==> config.mk <==
export PLATFORM = sky130hd
export DESIGN_NAME = fcfs_job_scheduler_unit
export DESIGN_NICKNAME = d
export VERILOG_FILES = /design/src/rtl/core/fcfs_pkg.sv /design/src/rtl/core/fcfs_job_scheduler_unit.sv
export SDC_FILE = /design/constraint.sdc
export NUM_CORES = 2
export LEC_CHECK = 0
export BUFFER_PORTS_ARGS = -buffer_cell sky130_fd_sc_hd__buf_2
export CORE_MARGIN = 10
export CORE_UTILIZATION = 59
export CTS_CLUSTER_DIAMETER = 50
export DETAILED_ROUTE_END_ITERATION = 10
export GPL_TIMING_DRIVEN = 0
export PLACE_DENSITY = 0.76
export SYNTH_ARGS = -nofsm -noshare
export SYNTH_HDL_FRONTEND = slang
export SYNTH_SLANG_ARGS = --single-unit
export TNS_END_PERCENT = 100
==> constraint.sdc <==
create_clock -name clk -period 31.1 [get_ports clk]
set_clock_uncertainty 0.15 [all_clocks]
set_input_delay 3.11 -clock clk [delete_from_list [all_inputs] [get_ports clk]]
set_output_delay 3.11 -clock clk [all_outputs]
set_load 0.02 [all_outputs]
==> src/rtl/core/fcfs_pkg.sv <==
// ----------------------------------------------------------------------------
// fcfs_pkg
// Shared types and defaults for the first-come-first-served job scheduler.
// ----------------------------------------------------------------------------
package fcfs_pkg;

    localparam int QUEUE_DEPTH_DEFAULT = 16;

    typedef enum logic [1:0] {
        OP_SUBMIT = 2'd0,
        OP_TICK   = 2'd1,
        OP_REPORT = 2'd2,
        OP_UNUSED = 2'd3
    } op_t;

    typedef enum logic [1:0] {
        ST_IDLE,
        ST_TICK,
        ST_DIV,
        ST_FINISH
    } state_t;

    typedef enum logic [1:0] {
        SEL_WAIT,
        SEL_BURST,
        SEL_PRIO
    } div_sel_t;

    typedef struct packed {
        logic [31:0] arrival;
        logic [7:0]  priority_val;
        logic [15:0] burst;
        logic [7:0]  id;
    } entry_t;

    typedef struct packed {
        logic        served_valid;
        logic [7:0]  served_id;
        logic [15:0] served_work;
        logic        job_finished;
        logic        rejected;
        logic [31:0] avg_wait;
        logic [15:0] avg_burst;
        logic [7:0]  avg_priority;
    } result_t;

endpackage

==> src/rtl/core/fcfs_job_scheduler_unit.sv <==
// ----------------------------------------------------------------------------
// fcfs_job_scheduler_unit
// First-come-first-served job queue with wait, burst and priority averages.
// ----------------------------------------------------------------------------
// One request is taken at a time and each gives one result. A submit, a tick
// on an empty queue and a report with a zero job count go straight to the
// finish state; a tick with a queued job first passes the tick state, which
// uses the registered read of the head entry from the queue memory. A report
// with a nonzero job count puts the three averages one after another through a
// single restoring divider that resolves one quotient bit per cycle over a
// 64-bit dividend. A new request is taken while the previous result waits at
// the output; a held result delays writing the next result and new requests.
module fcfs_job_scheduler_unit
    #(
    parameter int QUEUE_DEPTH = fcfs_pkg::QUEUE_DEPTH_DEFAULT
    )
    (
    input  logic        clk,
    input  logic        rst_n,
    input  logic        request_valid,
    output logic        request_stall,
    input  logic [1:0]  operation,
    input  logic [7:0]  job_id,
    input  logic [15:0] burst_length,
    input  logic [7:0]  job_priority,
    output logic        result_valid,
    input  logic        result_stall,
    output logic        served_valid,
    output logic [7:0]  served_id,
    output logic [15:0] served_work,
    output logic        job_finished,
    output logic        rejected,
    output logic [31:0] job_count,
    output logic [31:0] elapsed_ticks,
    output logic [31:0] avg_wait,
    output logic [15:0] avg_burst,
    output logic [7:0]  avg_priority
    );

    import fcfs_pkg::*;

    localparam int IDX_W  = $clog2(QUEUE_DEPTH);
    localparam int FILL_W = $clog2(QUEUE_DEPTH + 1);
    localparam logic [IDX_W-1:0]  LAST_IDX = IDX_W'(QUEUE_DEPTH - 1);
    localparam logic [FILL_W-1:0] FULL     = FILL_W'(QUEUE_DEPTH);

    state_t state_reg, state_next;

    entry_t queue_mem [QUEUE_DEPTH];
    entry_t head_entry_reg;
    logic   mem_we;
    entry_t mem_wdata;

    logic [IDX_W-1:0]  head_reg, head_next;
    logic [IDX_W-1:0]  tail_reg, tail_next;
    logic [FILL_W-1:0] fill_reg, fill_next;
    logic [15:0]       work_reg, work_next;
    logic [31:0]       tick_reg, tick_next;
    logic [31:0]       count_reg, count_next;
    logic [63:0]       wait_total_reg, wait_total_next;
    logic [47:0]       burst_total_reg, burst_total_next;
    logic [39:0]       prio_total_reg, prio_total_next;

    div_sel_t    sel_reg, sel_next;
    logic [5:0]  step_reg, step_next;
    logic [31:0] rem_reg, rem_next;
    logic [63:0] quo_reg, quo_next;

    result_t pend_reg, pend_next;
    result_t out_reg;
    logic [31:0] out_count_reg;
    logic [31:0] out_tick_reg;
    logic        result_valid_reg, result_valid_next;

    logic        accept;
    logic        out_load;
    op_t         op;

    logic [32:0] rem_shift;
    logic        rem_ge;
    logic [63:0] quo_step;
    logic [31:0] wait_val;
    logic [15:0] work_inc;
    logic        done_job;

    assign op = op_t'(operation);

    always_comb
    begin
        request_stall = (state_reg != ST_IDLE);
        out_load      = (state_reg == ST_FINISH) && (!result_valid_reg || !result_stall);
    end

    assign accept = request_valid && !request_stall;

    always_comb
    begin
        state_next = state_reg;
        unique case (state_reg)
            ST_IDLE:
            begin
                if (accept)
                begin
                    if (op == OP_TICK && fill_reg != '0)
                        state_next = ST_TICK;
                    else if (op == OP_REPORT && count_reg != '0)
                        state_next = ST_DIV;
                    else
                        state_next = ST_FINISH;
                end
            end
            ST_TICK:
                state_next = ST_FINISH;
            ST_DIV:
            begin
                if (step_reg == 6'd63 && sel_reg == SEL_PRIO)
                    state_next = ST_FINISH;
            end
            ST_FINISH:
            begin
                if (out_load)
                    state_next = ST_IDLE;
            end
            default:
                state_next = ST_IDLE;
        endcase
    end

    always_comb
    begin
        rem_shift = {rem_reg, quo_reg[63]};
        rem_ge    = (rem_shift >= {1'b0, count_reg});
        quo_step  = {quo_reg[62:0], rem_ge};
        wait_val  = tick_reg - head_entry_reg.arrival;
        work_inc  = work_reg + 16'd1;
        done_job  = (work_inc >= head_entry_reg.burst);
    end

    always_comb
    begin
        head_next        = head_reg;
        tail_next        = tail_reg;
        fill_next        = fill_reg;
        work_next        = work_reg;
        tick_next        = tick_reg;
        count_next       = count_reg;
        wait_total_next  = wait_total_reg;
        burst_total_next = burst_total_reg;
        prio_total_next  = prio_total_reg;
        sel_next         = sel_reg;
        step_next        = step_reg;
        rem_next         = rem_reg;
        quo_next         = quo_reg;
        pend_next        = pend_reg;
        mem_we           = 1'b0;
        mem_wdata        = '{arrival: tick_reg, priority_val: job_priority,
                             burst: burst_length, id: job_id};

        unique case (state_reg)
            ST_IDLE:
            begin
                if (accept)
                begin
                    pend_next = '0;
                    unique case (op)
                        OP_SUBMIT:
                        begin
                            if (fill_reg == FULL)
                                pend_next.rejected = 1'b1;
                            else
                            begin
                                mem_we     = 1'b1;
                                tail_next  = (tail_reg == LAST_IDX) ? '0 : tail_reg + 1'b1;
                                fill_next  = fill_reg + 1'b1;
                                count_next = count_reg + 32'd1;
                            end
                        end
                        OP_TICK:
                        begin
                            if (fill_reg == '0)
                                tick_next = tick_reg + 32'd1;
                        end
                        OP_REPORT:
                        begin
                            sel_next  = SEL_WAIT;
                            step_next = '0;
                            rem_next  = '0;
                            quo_next  = wait_total_reg;
                        end
                        default:
                        begin
                            pend_next = '0;
                        end
                    endcase
                end
            end
            ST_TICK:
            begin
                if (work_reg == '0)
                begin
                    wait_total_next  = wait_total_reg + {32'd0, wait_val};
                    burst_total_next = burst_total_reg + {32'd0, head_entry_reg.burst};
                    prio_total_next  = prio_total_reg + {32'd0, head_entry_reg.priority_val};
                end
                pend_next.served_valid = 1'b1;
                pend_next.served_id    = head_entry_reg.id;
                pend_next.served_work  = work_inc;
                work_next              = work_inc;
                if (done_job)
                begin
                    pend_next.job_finished = 1'b1;
                    work_next = '0;
                    head_next = (head_reg == LAST_IDX) ? '0 : head_reg + 1'b1;
                    fill_next = fill_reg - 1'b1;
                end
                tick_next = tick_reg + 32'd1;
            end
            ST_DIV:
            begin
                rem_next  = rem_ge ? 32'(rem_shift - {1'b0, count_reg}) : rem_shift[31:0];
                quo_next  = quo_step;
                step_next = step_reg + 6'd1;
                if (step_reg == 6'd63)
                begin
                    rem_next = '0;
                    unique case (sel_reg)
                        SEL_WAIT:
                        begin
                            pend_next.avg_wait = (quo_step[63:32] != '0) ? '1 : quo_step[31:0];
                            sel_next = SEL_BURST;
                            quo_next = {16'd0, burst_total_reg};
                        end
                        SEL_BURST:
                        begin
                            pend_next.avg_burst = (quo_step[63:16] != '0) ? '1 : quo_step[15:0];
                            sel_next = SEL_PRIO;
                            quo_next = {24'd0, prio_total_reg};
                        end
                        SEL_PRIO:
                        begin
                            pend_next.avg_priority = (quo_step[63:8] != '0) ? '1 : quo_step[7:0];
                        end
                        default:
                        begin
                            sel_next = SEL_WAIT;
                        end
                    endcase
                end
            end
            ST_FINISH:
            begin
                pend_next = pend_reg;
            end
            default:
            begin
                pend_next = pend_reg;
            end
        endcase
    end

    always_comb
    begin
        result_valid_next = result_valid_reg;
        if (out_load)
            result_valid_next = 1'b1;
        else if (!result_stall)
            result_valid_next = 1'b0;
    end

    always_ff @(posedge clk)
    begin
        if (mem_we)
            queue_mem[tail_reg] <= mem_wdata;
        head_entry_reg <= queue_mem[head_reg];
    end

    always_ff @(posedge clk or negedge rst_n)
    begin
        if (!rst_n)
        begin
            state_reg        <= ST_IDLE;
            head_reg         <= '0;
            tail_reg         <= '0;
            fill_reg         <= '0;
            work_reg         <= '0;
            tick_reg         <= '0;
            count_reg        <= '0;
            wait_total_reg   <= '0;
            burst_total_reg  <= '0;
            prio_total_reg   <= '0;
            sel_reg          <= SEL_WAIT;
            step_reg         <= '0;
            result_valid_reg <= 1'b0;
        end
        else
        begin
            state_reg        <= state_next;
            head_reg         <= head_next;
            tail_reg         <= tail_next;
            fill_reg         <= fill_next;
            work_reg         <= work_next;
            tick_reg         <= tick_next;
            count_reg        <= count_next;
            wait_total_reg   <= wait_total_next;
            burst_total_reg  <= burst_total_next;
            prio_total_reg   <= prio_total_next;
            sel_reg          <= sel_next;
            step_reg         <= step_next;
            result_valid_reg <= result_valid_next;
        end
    end

    always_ff @(posedge clk)
    begin
        rem_reg  <= rem_next;
        quo_reg  <= quo_next;
        pend_reg <= pend_next;
        if (out_load)
        begin
            out_reg       <= pend_reg;
            out_count_reg <= count_reg;
            out_tick_reg  <= tick_reg;
        end
    end

    assign result_valid  = result_valid_reg;
    assign served_valid  = out_reg.served_valid;
    assign served_id     = out_reg.served_id;
    assign served_work   = out_reg.served_work;
    assign job_finished  = out_reg.job_finished;
    assign rejected      = out_reg.rejected;
    assign job_count     = out_count_reg;
    assign elapsed_ticks = out_tick_reg;
    assign avg_wait      = out_reg.avg_wait;
    assign avg_burst     = out_reg.avg_burst;
    assign avg_priority  = out_reg.avg_priority;

endmodule
==> flow_summary.ini <==
[status]
outcome = finished clean

[floorplanning]
start_util = 0.5921
die_area_sq_um = 134300
core-area_sq_um = 119700
std_cell_rows = 127
chipWidth_microns = 366.5
io_pins = 187
die_h_microns = 366.5

[timing]
hold_violations = 0
period_needed_ns = 7.146
max_freq_mhz = 139.9
hold_ws_ns = 0.2615
period_share = 0.2298
fin_tns_setup_ns = 0
maxSlewViolCount = 0
rsz0062_at_grt = false
setup_violations = 0
max-slew-margin-rel = 0.1010
tightest_slew_ns = 1.348

[setup_path]
r2r_setup_slack_ns = 23.95
critPathMaxFanout = 20
crit_type = flop to flop
ff2ff_path_depth = 26
endpoint_kind = flop
rr_endpoint = wait_total_reg[47]$_DFFE_PN0P_
cp.arrival_ns = 7.68
reg2reg_from = tick_reg[0]$_DFFE_PN0P_
required_ns = 31.64
start_kind = flop

[clock_network]
cts_root_buf = clkbuf_16
htreeDepth = 4
cts_tree = done
clock_path_buffers = 3
clk_latency_ns = 0.81
cts_sinks = 1670
cts_resized = 0
clkSlewWorstSetupHoldPaths_ns = 0.06
cts_setup_buffers = 0
numCtsBuffers = 173
cts_hold_buf = 0

[final_layout]
largest_reg_flops = 1024
final_nets = 5399
syn2layout_area_growth_pct = 13.65
drive_gt1_frac = 0.1460

[routing]
dr.pass1.iters = 6
wl_microns = 173800
drt-initial-drc-count = 4865
ant_nets = 0
drc = 0
vias = 43000
vias_per_cell = 6.172
wl_per_cell_microns = 24.95

[logic_synthesis]
ys_types = 84
synth_edf_count = 1350
ys_seq_area_frac = 0.6807
synth_area_sq_um = 70850
ys.flop_type = edfxtp_1
async_flop_share = 0.1533
syn_inst = 4810
yosys_warnings = 0
synth_seq_cells = 1670
syn_avg_cell_area_sq_um = 14.73
syn-num-nets = 5009

[power]
p_int_w = 0.004500
netSwitchingFraction = 0.2934
p_seq_frac = 0.462
combPwrFrac = 0.206
irDropWorstVdd_mv = 0.06660
switchingPower_w = 0.001869
leakage_nw = 28.63
total_power_w = 0.006369
clockPowerShare = 0.332
power_per_cell_area_nw_per_um2 = 79.10

[placed_design]
place_congestion = 0.9137
port_buffers = 186
dp_hpwl_microns = 113100

[worst_hold_path]
hold_class = flop to flop
holdPathEnd = served_id[1]$_DFFE_PP_
hold_start = pend_reg[75]$_DFFE_PP_
hold_depth = 0

[global_routing]
antenna_found_initial = 12
grt_pass1_wl_microns = 263500
grt_pass1_vias = 43650
grt_use_total = 0.2543
grt-ovfl-total = 0
grt_max_degree = 103

[run]
drv_cap = 0
-- routing by layer --
| metal | vias to the layer above | wire, microns | GRT usage |
|---|---|---|---|
| met5 | - | 26 | 0 |
| met4 | 4 | 5969 | 0.09434 |
| met3 | 386 | 14430 | 0.05307 |
| met2 | 1872 | 84800 | 0.4209 |
| met1 | 21620 | 68590 | 0.3313 |
| li1 | 19120 | - | - |
-- worst max-delay path: stages, from the launching register on --
cell and delay [ns]:
dfrtp_1 0.70, inv_1 0.18, ha_1 0.26, fa_1 0.41, nor2b_1 0.20, o2111ai_1 0.21, a2111oi_0 0.58, a31oi_1 0.22
a21boi_0 0.20, o21ai_0 0.09, nand2b_1 0.13, a21o_1 0.12, a21oi_1 0.07, xnor2_1 0.38, ha_1 0.18, clkbuf_1 0.30
and4_1 0.24, a211oi_1 0.06, o21ai_0 0.12, nand2_1 0.09, a211oi_1 0.42, o311ai_1 0.18, a41oi_1 0.68, and2_1 0.22
clkbuf_1 0.30, nand3_1 0.16, xnor2_1 0.16
-- how the worst max path moves through the flow --
stage / start / end / slack, ns
finish: tick_reg[0]$_DFFE_PN0P_ / wait_total_reg[47]$_DFFE_PN0P_ / 23.95
global route: tick_reg[0]$_DFFE_PN0P_ / wait_total_reg[47]$_DFFE_PN0P_ / 23.43
CTS: tick_reg[0]$_DFFE_PN0P_ / wait_total_reg[61]$_DFFE_PN0P_ / 24.20
detailed placement: tick_reg[0]$_DFFE_PN0P_ / wait_total_reg[61]$_DFFE_PN0P_ / 24.25
global placement: result_stall / avg_wait[17]$_DFFE_PP_ / 9.07
floorplan: result_stall / avg_burst[0]$_DFFE_PP_ / 16.35
-- logic make-up (layout without fill, tap and decap cells) --
family,Yosys count,count (layout),share of synthesized area
AND/OR/NAND/NOR,1007,1007,0.06836
multiplexers,480,480,0.09237
buffers and inverters,344,882,0.01858
other,0,6,0
XOR/XNOR,280,280,0.03461
flip-flops,1670,1670,0.6807
AO/OA/AOI/OAI,868,868,0.07629
adder cells (fa/ha/maj),161,161,0.02907
-- cells in the mapped netlist, types with 10 or more instances --
cell / n / area share
edfxtp_1: 1350 / 0.57
nand2_1: 364 / 0.019
o21ai_0: 313 / 0.022
dfrtp_1: 256 / 0.090
mux2i_1: 242 / 0.034
nor2_1: 206 / 0.011
a21oi_1: 204 / 0.014
xnor2_1: 164 / 0.020
ha_1: 155 / 0.027
clkbuf_1: 149 / 0.0079
inv_1: 149 / 0.0079
mux4_2: 128 / 0.041
xor2_1: 116 / 0.014
mux2_2: 110 / 0.017
nand3_1: 96 / 0.0068
a221oi_1: 69 / 0.0085
a21o_1: 65 / 0.0069
a22oi_1: 65 / 0.0069
dfxtp_1: 64 / 0.018
and2_1: 56 / 0.0049
and3_1: 51 / 0.0045
nand4_1: 45 / 0.0040
nor3_1: 44 / 0.0031
nor4_1: 37 / 0.0033
buf_1: 35 / 0.0019
nand2b_1: 30 / 0.0026
nor2b_1: 27 / 0.0024
a31oi_1: 20 / 0.0018
o21a_1: 17 / 0.0018
a211oi_1: 15 / 0.0016
a22o_1: 14 / 0.0017
o31ai_1: 12 / 0.0013
and4_1: 10 / 0.0012
o21bai_1: 10 / 0.0011
-- area by class of cell --
| type | count | area [sq um] |
|---|---|---|
| clock inverter | 91 | 1096 |
| inverter | 150 | 563.0 |
| fill | 8078 | 39140 |
| multi-input combinational | 2796 | 21380 |
| timing repair buffer | 215 | 1667 |
| clock buffer | 232 | 4796 |
| buffer | 194 | 757.0 |
| sequential | 1670 | 48230 |
| antenna | 6 | 15.01 |
| tap | 1612 | 2017 |
-- power by group through the flow --
stage | sequential, W | clock (W) | combinational, W
floorplan | 0.00304 | 0 | 0.000821
global placement | 0.00305 | 0 | 0.00122
detailed placement | 0.00298 | 0 | 0.00130
CTS | 0.00294 | 0.00214 | 0.00131
global route | 0.00297 | 0.00222 | 0.00145
finish | 0.00294 | 0.00212 | 0.00131
-- stage by stage --
step                        util  std cells  cell area [sq um]  setup WS (ns)
final                     0.6729       6966              80520          23.95
after global routing      0.6728       6960              80500          23.43
after CTS                 0.6727       6959              80490          24.20
after detailed placement  0.6235       6636              74600          24.25
after global placement    0.6167       6608              73790          9.073
after floorplan                -       4810              70850          16.35
-- cells in the final DEF (no fill, tap or decap), types with 16 or more instances in the layout --
cell,n
xnor2_1,164
nor3_1,44
nor4_1,37
nand2b_1,30
mux2_2,110
buf_2,193
buf_16,21
a21oi_1,202
clkbuf_16,177
nand3_1,96
a22oi_1,65
and3_1,47
edfxtp_1,1350
o21a_1,17
nor2b_1,27
a31oi_1,20
clkbuf_8,16
nor2_1,206
clkinv_2,27
o21ai_0,313
bufinv_16,18
clkbuf_1,187
a221oi_1,69
xor2_1,116
dfrtp_1,256
mux2i_1,242
a21o_1,65
nand2_1,364
buf_1,35
dfxtp_1,64
ha_1,155
nand4_1,45
mux4_2,128
and2_1,44
inv_1,149
Power figures use the tool's default switching activity.
